File: config.mk
export PLATFORM = sky130hd
export DESIGN_NAME = log_trigger_hysteresis_gate
export DESIGN_NICKNAME = d
export VERILOG_FILES = /design/src/sv/ltg_pkg.sv /design/src/sv/log_trigger_hysteresis_gate.sv
export SDC_FILE = /design/constraint.sdc
export NUM_CORES = 1
export LEC_CHECK = 0
export BUFFER_PORTS_ARGS = -buffer_cell sky130_fd_sc_hd__buf_2
export CORE_MARGIN = 2
export CORE_UTILIZATION = 63
export CTS_CLUSTER_SIZE = 16
export DETAILED_ROUTE_END_ITERATION = 10
export PLACE_DENSITY = 0.89
export RECOVER_POWER = 25
export SYNTH_ARGS = -nofsm -noshare
export SYNTH_HDL_FRONTEND = slang
export SYNTH_SLANG_ARGS = --single-unit
File: constraint.sdc
create_clock -name clk -period 13.6 [get_ports clk]
set_input_delay 1.36 -clock clk [delete_from_list [all_inputs] [get_ports clk]]
set_output_delay 1.36 -clock clk [all_outputs]
set_load 0.01 [all_outputs]
File: src/sv/ltg_pkg.sv
// ----------------------------------------------------------------------------
// ltg_pkg
// Shared types and constants for the logging trigger hysteresis gate.
// ----------------------------------------------------------------------------
package ltg_pkg;

    // Field widths
    localparam int RPM_W      = 16;
    localparam int TPS_W      = 7;
    localparam int KPA_W      = 10;
    localparam int KMH_W      = 8;
    localparam int DT_W       = 10;
    localparam int DELAY_W    = 8;
    localparam int TIMER_W    = 18;
    localparam int REASON_W   = 3;

    // Bus widths
    localparam int IN_TDATA_W  = 56;
    localparam int OUT_TDATA_W = 8;
    localparam int PADDR_W     = 5;
    localparam int PDATA_W     = 32;

    localparam logic [TIMER_W-1:0] TIMER_MAX = {TIMER_W{1'b1}};
    localparam logic [9:0]         MS_PER_S  = 10'd1000;

    typedef enum logic [REASON_W-1:0] {
        REASON_UNCOND     = 3'd0,
        REASON_ACTIVE     = 3'd1,
        REASON_BUTTON_OFF = 3'd2,
        REASON_STOP_DELAY = 3'd3,
        REASON_WAIT_GATES = 3'd4,
        REASON_WAIT_SPEED = 3'd5
    } reason_t;

    typedef enum logic [2:0] {
        REG_COND_EN   = 3'd0,
        REG_BTN_PRES  = 3'd1,
        REG_START_RPM = 3'd2,
        REG_STOP_RPM  = 3'd3,
        REG_MIN_TPS   = 3'd4,
        REG_MIN_KPA   = 3'd5,
        REG_MIN_KMH   = 3'd6,
        REG_STOP_DLY  = 3'd7
    } reg_idx_t;

    typedef struct packed {
        logic [DT_W-1:0]  elapsed_ms;
        logic             button_level;
        logic [KMH_W-1:0] vehicle_kmh;
        logic [KPA_W-1:0] manifold_kpa;
        logic [TPS_W-1:0] throttle_pct;
        logic [RPM_W-1:0] engine_rpm;
    } tick_t;

endpackage

File: src/sv/log_trigger_hysteresis_gate.sv
// ----------------------------------------------------------------------------
// log_trigger_hysteresis_gate
// Per-tick decision on whether data logging runs, with the reason behind it.
// ----------------------------------------------------------------------------
//
//  Channel  | Direction | Payload
//  ---------+-----------+-----------------------------------------------------
//  s_axis   | in        | one evaluation tick (speed, throttle, pressure, ...)
//  m_axis   | out       | logging_on and reason code, one per tick
//  APB      | in/out    | eight configuration registers at byte address 4*i
//
//  One request is taken per clock while the output is not stalled. A
//  tick is captured in the input register, then evaluated against the held
//  state and written to the result register, which offers it on m_axis.
//  The state update (flag, button, stop timer) is made as each tick is
//  written there. rst_n clears the state, the configuration and both valid flags.
//  A stalled output holds the result and the input register; requests are
//  still taken while the input register is free or moving on.
//
module log_trigger_hysteresis_gate (
    input  logic                              clk,
    input  logic                              rst_n,
    // Input stream
    input  logic                              s_axis_tvalid,
    output logic                              s_axis_tready,
    // [15:0] engine_rpm, [22:16] throttle_pct, [32:23] manifold_kpa,
    // [40:33] vehicle_kmh, [41] button_level, [51:42] elapsed_ms, [55:52] zero
    input  logic [ltg_pkg::IN_TDATA_W-1:0]    s_axis_tdata,
    // Result stream
    output logic                              m_axis_tvalid,
    input  logic                              m_axis_tready,
    // [0] logging_on, [3:1] reason, [7:4] zero
    output logic [ltg_pkg::OUT_TDATA_W-1:0]   m_axis_tdata,
    // Configuration port
    input  logic                              psel,
    input  logic                              penable,
    input  logic                              pwrite,
    input  logic [ltg_pkg::PADDR_W-1:0]       paddr,
    input  logic [ltg_pkg::PDATA_W-1:0]       pwdata,
    output logic [ltg_pkg::PDATA_W-1:0]       prdata,
    output logic                              pready
);
    import ltg_pkg::*;

    // ------------------------------------------------------------------
    // Configuration registers
    // ------------------------------------------------------------------
    logic               cond_en_reg;
    logic               btn_pres_reg;
    logic [RPM_W-1:0]   start_rpm_reg;
    logic [RPM_W-1:0]   stop_rpm_reg;
    logic [TPS_W-1:0]   min_tps_reg;
    logic [KPA_W-1:0]   min_kpa_reg;
    logic [KMH_W-1:0]   min_kmh_reg;
    logic [DELAY_W-1:0] stop_dly_reg;

    logic     cfg_wr;
    reg_idx_t cfg_idx;

    assign pready  = 1'b1;
    assign cfg_wr  = psel && penable && pwrite && pready;
    assign cfg_idx = reg_idx_t'(paddr[PADDR_W-1:2]);

    always_ff @(posedge clk or negedge rst_n)
    begin
        if (!rst_n)
        begin
            cond_en_reg   <= 1'b0;
            btn_pres_reg  <= 1'b0;
            start_rpm_reg <= '0;
            stop_rpm_reg  <= '0;
            min_tps_reg   <= '0;
            min_kpa_reg   <= '0;
            min_kmh_reg   <= '0;
            stop_dly_reg  <= '0;
        end
        else if (cfg_wr)
        begin
            case (cfg_idx)
                REG_COND_EN:   cond_en_reg   <= pwdata[0];
                REG_BTN_PRES:  btn_pres_reg  <= pwdata[0];
                REG_START_RPM: start_rpm_reg <= pwdata[RPM_W-1:0];
                REG_STOP_RPM:  stop_rpm_reg  <= pwdata[RPM_W-1:0];
                REG_MIN_TPS:   min_tps_reg   <= pwdata[TPS_W-1:0];
                REG_MIN_KPA:   min_kpa_reg   <= pwdata[KPA_W-1:0];
                REG_MIN_KMH:   min_kmh_reg   <= pwdata[KMH_W-1:0];
                REG_STOP_DLY:  stop_dly_reg  <= pwdata[DELAY_W-1:0];
                default:       ;
            endcase
        end
    end

    // Read back, zero-extended
    always_comb
    begin
        case (cfg_idx)
            REG_COND_EN:   prdata = {{(PDATA_W-1){1'b0}}, cond_en_reg};
            REG_BTN_PRES:  prdata = {{(PDATA_W-1){1'b0}}, btn_pres_reg};
            REG_START_RPM: prdata = {{(PDATA_W-RPM_W){1'b0}}, start_rpm_reg};
            REG_STOP_RPM:  prdata = {{(PDATA_W-RPM_W){1'b0}}, stop_rpm_reg};
            REG_MIN_TPS:   prdata = {{(PDATA_W-TPS_W){1'b0}}, min_tps_reg};
            REG_MIN_KPA:   prdata = {{(PDATA_W-KPA_W){1'b0}}, min_kpa_reg};
            REG_MIN_KMH:   prdata = {{(PDATA_W-KMH_W){1'b0}}, min_kmh_reg};
            REG_STOP_DLY:  prdata = {{(PDATA_W-DELAY_W){1'b0}}, stop_dly_reg};
            default:       prdata = '0;
        endcase
    end

    // ------------------------------------------------------------------
    // Pipeline control: input register -> result register
    // ------------------------------------------------------------------
    logic  in_valid_reg;
    tick_t tick_reg;
    logic  out_valid_reg;
    logic  out_free;
    logic  advance;

    // Result register can take a new value when empty or being drained
    assign out_free      = !out_valid_reg || m_axis_tready;
    assign advance       = in_valid_reg && out_free;
    assign s_axis_tready = !in_valid_reg || advance;

    always_ff @(posedge clk or negedge rst_n)
    begin
        if (!rst_n)
        begin
            in_valid_reg <= 1'b0;
        end
        else if (s_axis_tready)
        begin
            in_valid_reg <= s_axis_tvalid;
        end
    end

    // Payload needs no reset
    always_ff @(posedge clk)
    begin
        if (s_axis_tready && s_axis_tvalid)
        begin
            tick_reg <= tick_t'(s_axis_tdata[$bits(tick_t)-1:0]);
        end
    end

    // ------------------------------------------------------------------
    // Evaluation of the held tick against the state
    // ------------------------------------------------------------------
    logic               logging_flag_reg;
    logic               last_button_reg;
    logic [TIMER_W-1:0] below_stop_ms_reg;

    logic               logging_flag_next;
    logic               last_button_next;
    logic [TIMER_W-1:0] below_stop_ms_next;
    reason_t            reason_next;

    logic [TIMER_W:0]   timer_sum;
    logic [TIMER_W-1:0] timer_acc;
    logic [TIMER_W-1:0] delay_ms;
    logic [RPM_W-1:0]   stop_thr;
    logic               gates_ok;
    logic               above_start;
    logic               above_stop;

    // Stop timer gains this tick's time in every mode, saturating, unless restarted at speed
    assign timer_sum = {1'b0, below_stop_ms_reg}
                     + {{(TIMER_W+1-DT_W){1'b0}}, tick_reg.elapsed_ms};
    assign timer_acc = timer_sum[TIMER_W] ? TIMER_MAX : timer_sum[TIMER_W-1:0];

    // Seconds to milliseconds; 255 s still fits the timer width
    assign delay_ms = TIMER_W'({{(TIMER_W-DELAY_W){1'b0}}, stop_dly_reg}
                             * {{(TIMER_W-10){1'b0}}, MS_PER_S});

    // Clamp the stop threshold to the start threshold
    assign stop_thr = (stop_rpm_reg >= start_rpm_reg) ? start_rpm_reg : stop_rpm_reg;

    // A zero minimum disables its gate
    assign gates_ok = ((min_tps_reg == '0) || (tick_reg.throttle_pct >= min_tps_reg))
                   && ((min_kpa_reg == '0) || (tick_reg.manifold_kpa >= min_kpa_reg))
                   && ((min_kmh_reg == '0) || (tick_reg.vehicle_kmh >= min_kmh_reg));

    assign above_start = tick_reg.engine_rpm >= start_rpm_reg;
    assign above_stop  = tick_reg.engine_rpm >= stop_thr;

    always_comb
    begin
        logging_flag_next  = logging_flag_reg;
        last_button_next   = last_button_reg;
        below_stop_ms_next = timer_acc;
        reason_next        = REASON_UNCOND;

        if (!cond_en_reg)
        begin
            // Always log
            logging_flag_next = 1'b1;
            reason_next       = REASON_UNCOND;
        end
        else if (btn_pres_reg)
        begin
            // Toggle on a rising edge of the button
            if (tick_reg.button_level && !last_button_reg)
            begin
                logging_flag_next = !logging_flag_reg;
            end
            last_button_next = tick_reg.button_level;
            reason_next      = logging_flag_next ? REASON_ACTIVE : REASON_BUTTON_OFF;
        end
        else
        begin
            // Speed hysteresis: start on threshold plus gates
            if (above_start && gates_ok)
            begin
                logging_flag_next = 1'b1;
            end

            // Restart the stop timer at speed, else stop once the delay runs out
            if (above_stop)
            begin
                below_stop_ms_next = '0;
            end
            else if (timer_acc >= delay_ms)
            begin
                logging_flag_next = 1'b0;
            end

            if (logging_flag_next)
            begin
                reason_next = above_stop ? REASON_ACTIVE : REASON_STOP_DELAY;
            end
            else
            begin
                reason_next = (above_start && !gates_ok) ? REASON_WAIT_GATES
                                                         : REASON_WAIT_SPEED;
            end
        end
    end

    // State moves only when a tick is evaluated
    always_ff @(posedge clk or negedge rst_n)
    begin
        if (!rst_n)
        begin
            logging_flag_reg  <= 1'b0;
            last_button_reg   <= 1'b0;
            below_stop_ms_reg <= '0;
        end
        else if (advance)
        begin
            logging_flag_reg  <= logging_flag_next;
            last_button_reg   <= last_button_next;
            below_stop_ms_reg <= below_stop_ms_next;
        end
    end

    // ------------------------------------------------------------------
    // Result register
    // ------------------------------------------------------------------
    logic    logging_on_reg;
    reason_t reason_reg;

    always_ff @(posedge clk or negedge rst_n)
    begin
        if (!rst_n)
        begin
            out_valid_reg <= 1'b0;
        end
        else if (out_free)
        begin
            out_valid_reg <= in_valid_reg;
        end
    end

    always_ff @(posedge clk)
    begin
        if (advance)
        begin
            logging_on_reg <= logging_flag_next;
            reason_reg     <= reason_next;
        end
    end

    assign m_axis_tvalid = out_valid_reg;
    assign m_axis_tdata  = {{(OUT_TDATA_W-REASON_W-1){1'b0}}, reason_reg, logging_on_reg};

endmodule
==> results of run 1 <==
-- power breakdown --
group	internal (uW)	leakage, uW	switching (uW)
registers	534	0.00161	83.0
logic	781	0.00357	977
clock network	279	0.000295	214
total	1590	0.00548	1270
-- logic make-up (layout without fill, tap and decap cells) --
kind of cell,after synthesis,count (layout),share of synthesized area [%]
other,2,21,0.07481
flip-flops,145,145,38.94
buffers and inverters,136,227,6.045
XOR/XNOR,22,22,1.920
AND/OR/NAND/NOR,219,219,10.25
AO/OA/AOI/OAI,214,214,13.71
adder cells (fa/ha/maj),158,158,21.34
multiplexers,71,71,7.728
-- Yosys cell counts, drive strengths merged (2+ instances only) --
| cell | number |
|---|---|
| clkbuf | 17 |
| nand4 | 6 |
| a21o | 18 |
| or4 | 2 |
| edfxtp | 56 |
| conb | 2 |
| o211ai | 7 |
| nand2b | 16 |
| and3 | 3 |
| a211o | 3 |
| ha | 136 |
| nand2 | 92 |
| and4 | 3 |
| nor2b | 7 |
| nor3 | 14 |
| dfrtp | 89 |
| nand3 | 16 |
| fa | 22 |
| a31oi | 15 |
| mux2i | 37 |
| xor2 | 13 |
| xnor2 | 9 |
| mux2 | 32 |
| inv | 88 |
| and2 | 4 |
| a22o | 15 |
| mux4 | 2 |
| o21a | 6 |
| a221o | 5 |
| nor2 | 40 |
| o31ai | 3 |
| buf | 30 |
| o21bai | 5 |
| nand3b | 4 |
| a211oi | 5 |
| nor4 | 7 |
| a21oi | 32 |
| o21ai | 86 |
| o22ai | 3 |
-- stage by stage --
stage / area (um2) / utilization [%] / hold WS (ps) / total power (uW) / setup slack (ps)
global placement: 10660 / 67.87 / 456.6 / 2206 / 7812
detailed placement: 10660 / 67.87 / 472.1 / 2324 / 7659
finish: 11280 / 71.77 / 484.7 / 2868 / 7428
global route: 11280 / 71.77 / 519.2 / 3110 / 7109
floorplan: 10110 / - / 442.8 / 1944 / 8243
CTS: 11280 / 71.79 / 485.8 / 2857 / 7497
-- final cells by class --
| class | count | area [um2] | share of cell area (%) |
|---|---|---|---|
| timing repair buffer | 106 | 546.8 | 4.849 |
| sequential | 145 | 3909 | 34.66 |
| inverter | 89 | 334.1 | 2.962 |
| clock inverter | 15 | 191.4 | 1.698 |
| clock buffer | 17 | 425.4 | 3.772 |
| multi-input combinational | 705 | 5600 | 49.66 |
| tap | 216 | 270.3 | 2.397 |
-- cells in the final DEF, fill, tap and decap left out, types with 4 or more instances in the layout --
cell       instances
buf_2             98
mux2i_1           37
nand4_1            6
inv_6              5
edfxtp_1          56
o21ai_0           83
o211ai_1           6
nor2b_1            7
nand3b_1           4
nor2_1            40
nand2_1           92
conb_1            21
ha_1             136
a21o_1            18
inv_1             88
a211oi_1           5
fa_1              22
clkbuf_16         17
buf_4              7
xor2_1            13
nand3_1           16
a21oi_1           30
o21a_1             6
a221o_1            5
o21bai_1           5
nand2b_1          16
a22o_1            15
a31oi_1           14
dfrtp_1           89
xnor2_1            9
nor4_1             7
nor3_1            13
mux2_2            32
-- final timing paths --
kind	startpoint	endpoint	slack (ps)	cells past startpoint
worst max-delay path	stop_dly_reg[2]	reason_reg[2]	7430	22
worst min-delay path	below_stop_ms_reg[0]	below_stop_ms_reg[0]	480	2
worst max register to register	stop_dly_reg[2]	reason_reg[2]	7430	22
worst min register to register	below_stop_ms_reg[0]	below_stop_ms_reg[0]	480	2
max in group asynchronous	rst_n	stop_dly_reg[5]	10550	2
min in group asynchronous	rst_n	below_stop_ms_reg[15]	1390	1
-- worst register-to-register path, cell delays in order, from the launching register on --
cell      delay, ps
dfrtp_1         530
fa_1            660
xor2_1          210
ha_1            320
fa_1            550
inv_1            60
fa_1            490
inv_1            40
ha_1            280
inv_1           130
o21bai_1        130
a21o_1          200
a21o_1          200
a31oi_1         330
nor3_1          110
a311oi_1        230
ha_1            300
a21oi_1         150
nand2_1          70
a221o_1         290
a31oi_1         330
o21ai_1         160
and2_1          160
-- per-layer routing --
layer	track usage [%]	vias up	share of wire, %
li1	-	3623	-
met4	16.26	0	4.4
met5	0	-	0
met2	51.56	346	50
met3	6.847	97	6.8
met1	35.04	3815	38
==> results_dict.tcl, run 1 <==
set metrics [dict create \
    cts_tree "built" \
    hpwl_um 16760 \
    routed_via_density 6.095 \
    floorplan.core_area_mm2 0.01571 \
    syn_to_final_growth_pct 12.34 \
    synth_top_area_share_pct 22.19 \
    grt_start_max_net_pins 60 \
    pwr_density_cell_mw_per_mm2 254.3 \
    finalClockSkew_ps 10.08 \
    syn_area_per_cell_um2 10.38 \
    placement.io_buffers 99 \
    hold_buffers 0 \
    wirelength_um 24180 \
    family_of_cells_with_the_greatest_summed_delay_on_the_critical_path "adder cells" \
    detailedRoute.firstPassIterationCount 6 \
    finalSetupViolations 0 \
    fin_crit_ps 6172 \
    final_cell_count_no_fill 1293 \
    rsz0062_at_grt "false" \
    synthesis.area_mm2 0.01004 \
    fraction_of_the_yosys_area_taken_by_sequential_cells_pct 38.94 \
    crit_path_dat_ps 6370 \
    critical_path.n_buffers_inverters 3 \
    timing.final.crit_share_pct 45.38 \
    worst_setup_path_start_kind "flip-flop" \
    drv.max_cap_violation_count 1 \
    post-cts-setup-buffers 0 \
    yosys-top-cells-area "dfrtp_1, ha_1, edfxtp_1" \
    ctsLongestPathBuffers 2 \
    top_level_ports 143 \
    tns_ps 0 \
    die_w_um 130.2 \
    critPathCaptureType "flip-flop" \
    tritoncts.num_buffers 17 \
    share_of_layout_cells_above_drive_strength_1_pct 16.90 \
    crit_fanout 7 \
    dieArea_mm2 0.01696 \
    cts.reportedPaths.clkPinSlew_ps 70 \
    worstPathCellList "fa_1 -> xor2_1 -> ha_1 -> fa_1 -> inv_1 -> fa_1 -> inv_1 -> ha_1 -> inv_1 -> o21bai_1 -> a21o_1 -> a21o_1 -> a31oi_1 -> nor3_1 -> a311oi_1 -> ha_1 -> a21oi_1 -> nand2_1 -> a221o_1 -> a31oi_1 -> o21ai_1 -> and2_1" \
    syn_inst 967 \
    number_of_global_route_vias_before_repair 7946 \
    status "finished with violations" \
    ys_async_sr_fraction_pct 61.38 \
    tritoncts_sink_count 145 \
    fill_cells 1060 \
    flip_flop_count_of_the_largest_register_all_copies_and_words_added 52 \
    slowest_delay_ps 660 \
    synth.ff_latch_count 145 \
    yosys.area.top_type "dfrtp_1" \
    antenna_violations_before_repair 0 \
    ys_warn_count 0 \
    routabilityCongestion 0.9207 \
    number_of_nets_with_antenna_violations_after_detailed_routing 0 \
    timing.final.hold_violations 0 \
    clock.fmax_mhz 162.0 \
    insertion_delay_ps 440 \
    clock_tree.root_cell "clkbuf_16" \
    total_leakage_power_uw 0.005480 \
    fp-row-count 46 \
    post_synth_edffs 56 \
    violated_checks "max-capacitance violations, max-slew violations" \
    worst_ep_required_time_ps 13800 \
    gr-total-overflow 0 \
    synth.distinct_cells 65 \
    timing.setup.critical_path_class "reg2reg" \
    detail_route.wl_per_cell_um 18.70 \
    cts_resized 0 \
    via_count 7881 \
    cpMaxStageDelayCell "fa_1" \
    yosys_most_used_dff "dfrtp_1" \
    grt_use_total_pct 30.02 \
    holdCritPathClass "reg2reg" \
    design.final.nets 1322 \
    diodes 0 \
    slew_headroom_pct -20.00 \
    ctsHtreeMaxLevel 4 \
    die_height_um 130.2 \
    worst_tran_pin_value_ps 1800 \
    detail_route.drc_violations 0 \
    grt_pass1_wl_um 38720 \
    vdd_ir_drop_max_mv 0.2552 \
    report.final.slew_viol_count 32 \
    place_inst 1261 \
    initial_standard_cell_utilization_of_the_core_pct 63.89 \
    first_iter_violations 622 \
]
Power figures use the tool's default switching activity.
==> run 2, diff against run 1 <==
--- a/config.mk
+++ b/config.mk
@@ -5,12 +5,13 @@
 export SDC_FILE = /design/constraint.sdc
 export NUM_CORES = 1
 export LEC_CHECK = 0
+export ABC_AREA = 1
 export BUFFER_PORTS_ARGS = -buffer_cell sky130_fd_sc_hd__buf_2
 export CORE_MARGIN = 2
-export CORE_UTILIZATION = 63
+export CORE_UTILIZATION = 53
 export CTS_CLUSTER_SIZE = 16
 export DETAILED_ROUTE_END_ITERATION = 10
-export PLACE_DENSITY = 0.89
+export PLACE_DENSITY = 0.79
 export RECOVER_POWER = 25
 export SYNTH_ARGS = -nofsm -noshare
 export SYNTH_HDL_FRONTEND = slang
==> constraint.sdc (replaced) <==
create_clock -name clk -period 5 [get_ports clk]
set_input_delay 0.5 -clock clk [delete_from_list [all_inputs] [get_ports clk]]
set_output_delay 0.5 -clock clk [all_outputs]
set_load 0.01 [all_outputs]
==> run 2 against run 1 <==
Sequential cell count unchanged. First-iteration DRC count fell by 23%. Wire length is 3.9% lower. The flow finishes with violations (max-capacitance violations, max-slew violations, negative setup slack). Hold slack worse by 250 ps. Highest routed layer unchanged. Largest cell class unchanged. Largest power group unchanged. Count of clock-buffer cells in the layout is the same. Final cell count up 23%. Critical endpoint is now logging_on_reg.
==> results_dict.tcl, run 2 <==
set metrics [dict create \
    status "finished with violations" \
    violated_checks "max-capacitance violations, max-slew violations, negative setup slack" \
    synth_compound_gate_area_share_pct 12.97 \
    detail_route.wl_per_cell_um 14.60 \
    layout.cells.most_common_list "nand2_1, inv_1, ha_1" \
    rrSetupSlack_ps -8 \
    power_switching_share_pct 43.01 \
    synth_adder_area_share_pct 20.77 \
    number_of_global_route_vias_before_repair 8038 \
    family_of_cells_with_the_greatest_summed_delay_on_the_critical_path "adder cells" \
    synth.ff_latch_count 145 \
    die_height_um 143.5 \
    post_synth_edffs 56 \
    syn_area_per_cell_um2 8.717 \
    yosys.area.top_type "dfrtp_1" \
    floorplan.core_area_mm2 0.01927 \
    fill_cells 1569 \
    pwr_density_cell_mw_per_mm2 587.8 \
    tritoncts_sink_count 145 \
    syn_inst 1183 \
    gr-total-overflow 0 \
    yosys_most_used_dff "dfrtp_1" \
    finalSetupViolations 1 \
    synthMostInstantiatedCell "nand2_1" \
    worst_tran_pin_value_ps 1974 \
    routed_via_density 5.258 \
    tns_ps -8.087 \
    rsz0062_at_grt "true" \
    dpl_cell_area_mm2 0.01117 \
    finalClockSkew_ps 12.44 \
    clock.fmax_mhz 199.7 \
    syn_to_final_growth_pct 15.63 \
    dominant_combinational_cell_family_by_area_after_synthesis "adder cells" \
    synth.mux.area_fraction_pct 0 \
    cts.reportedPaths.clkPinSlew_ps 70 \
    report.final.slew_viol_count 35 \
    routabilityCongestion 0.8868 \
    synthesis.area_mm2 0.01031 \
    top_level_ports 143 \
    number_of_nets_with_antenna_violations_after_detailed_routing 0 \
    fin_crit_ps 5008 \
    slew_headroom_pct -31.58 \
    via_count 8371 \
    grt_pass1_wl_um 37980 \
    dieArea_mm2 0.02059 \
    yosys-top-cells-count "nand2_1, inv_1, ha_1" \
    drv.max_cap_violation_count 1 \
    critical_path.n_buffers_inverters 7 \
    synthesized_area_fraction_occupied_by_xor_and_xnor_cells_pct 1.529 \
    flip_flop_count_of_the_largest_register_all_copies_and_words_added 52 \
    design.final.nets 1571 \
    wirelength_um 23240 \
    first_iter_violations 478 \
    grt_use_total_pct 23.55 \
    insertion_delay_ps 430 \
    synth_top_area_share_pct 21.60 \
    hpwl_um 17690 \
    cpMaxStageDelayCell "fa_1" \
    ctsLongestPathBuffers 2 \
    holdCritPathClass "in2reg" \
    power.share.sequential_pct 23.7 \
    power.share.clock_pct 19.1 \
    timing.setup.critical_path_class "reg2reg" \
    total_leakage_power_uw 0.006019 \
    switching_power_uw 3014 \
    yosys-top-cells-area "dfrtp_1, ha_1, edfxtp_1" \
    fp-row-count 51 \
    ys_async_sr_fraction_pct 61.38 \
    tritoncts.num_buffers 17 \
    most_common_cell_after_layout_fill_and_taps_aside "nand2_1" \
    post-route-cell-area_mm2 0.01192 \
    synth.distinct_cells 47 \
    detailedRoute.firstPassIterationCount 5 \
    power.share.combinational_pct 57.1 \
    initial_standard_cell_utilization_of_the_core_pct 53.51 \
    detail_route.drc_violations 0 \
    critPathCaptureType "flip-flop" \
    clock_tree.root_cell "clkbuf_16" \
    ys_warn_count 0 \
    cts_tree "built" \
    slowest_delay_ps 540 \
    synth-simple-area-share_pct 17.31 \
    worst_ep_required_time_ps 5190 \
    finalWorstSetupSlack_ps -8.087 \
    crit_path_dat_ps 5200 \
    final-seq-area_mm2 0.003910 \
    multi_input_area_mm2 0.005623 \
    cell_internal_power_uw 3994 \
    grt_start_max_net_pins 57 \
    timing.final.crit_share_pct 100.2 \
    critical_path.most_common_cell "nand2_2" \
    ctsHtreeMaxLevel 4 \
    die_w_um 143.5 \
    timing.final.hold_violations 0 \
    worst_setup_path_start_kind "flip-flop" \
    placement.io_buffers 99 \
    vdd_ir_drop_max_mv 0.4608 \
    antenna_violations_before_repair 0 \
    fraction_of_the_yosys_area_taken_by_sequential_cells_pct 37.90 \
    crit_fanout 3 \
    share_of_layout_cells_above_drive_strength_1_pct 18.63 \
]
==> run 2: power groups by stage <==
stage	clock, uW	combinational, uW	sequential, uW
floorplan	0	2640	1630
global placement	0	3500	1670
detailed placement	0	3660	1680
CTS	1360	3890	1660
global route	1400	4570	1690
finish	1340	4000	1660
==> run 2: worst paths after layout <==
kind / startpoint / end / cells after the start
worst max-delay path: stop_dly_reg[3] / logging_on_reg / 31
worst max register to register: stop_dly_reg[3] / logging_on_reg / 31
worst min register to register: start_rpm_reg[15] / start_rpm_reg[15] / 2
worst min-delay path: s_axis_tdata[11] / tick_reg[11] / 1
min in group asynchronous: rst_n / below_stop_ms_reg[6] / 1
max in group asynchronous: rst_n / min_kmh_reg[3] / 2
==> run 2: metrics by stage <==
step / worst slack [ps] / utilization, % / total power [uW] / cells / hold slack (ps)
final: -8.087 / 61.88 / 7008 / 1592 / 235.2
after global routing: -313.9 / 61.86 / 7659 / 1591 / 218.1
after CTS: -59.31 / 61.67 / 6910 / 1590 / 39.18
after detailed placement: -272.8 / 57.97 / 5336 / 1555 / 469.8
after global placement: -150.8 / 57.97 / 5168 / 1555 / 466.3
after floorplan: 7.635 / - / 4276 / 1202 / 204.4
==> run 2: timing repair <==
action,in CTS,in global routing
resized for setup,16,8
pin swaps,26,9
buffers inserted,3,1
hold buffers,0,0
endpoints found under the setup margin,5,5
==> run 2: cells by family after synthesis <==
logic type,Yosys count
AOI/OAI and AO/OA,231
xor gates and xnor gates,18
adders and majority gates,158
buffers and inverters,223
DFF,145
other,2
and+or+nand+nor,406
==> run 2: area by class of cell <==
cell class                 instances  area share [%]
inverter                         181           5.719
clock buffer                      17           3.568
timing repair buffer             134           6.380
sequential                       145           32.79
tap                              265           2.781
antenna                            1         0.02099
multi-input combinational        834           47.16
clock inverter                    15           1.584
==> run 2: routing by layer <==
| layer | routed length (um) | track usage, % | up-vias | part of all wire (%) |
|---|---|---|---|---|
| li1 | - | - | 4160 | - |
| met1 | 9589 | 28.29 | 3926 | 41 |
| met2 | 11780 | 41.65 | 238 | 51 |
| met3 | 1132 | 4.199 | 47 | 4.9 |
| met4 | 738 | 9.701 | 0 | 3.2 |
| met5 | 0 | 0 | - | 0 |
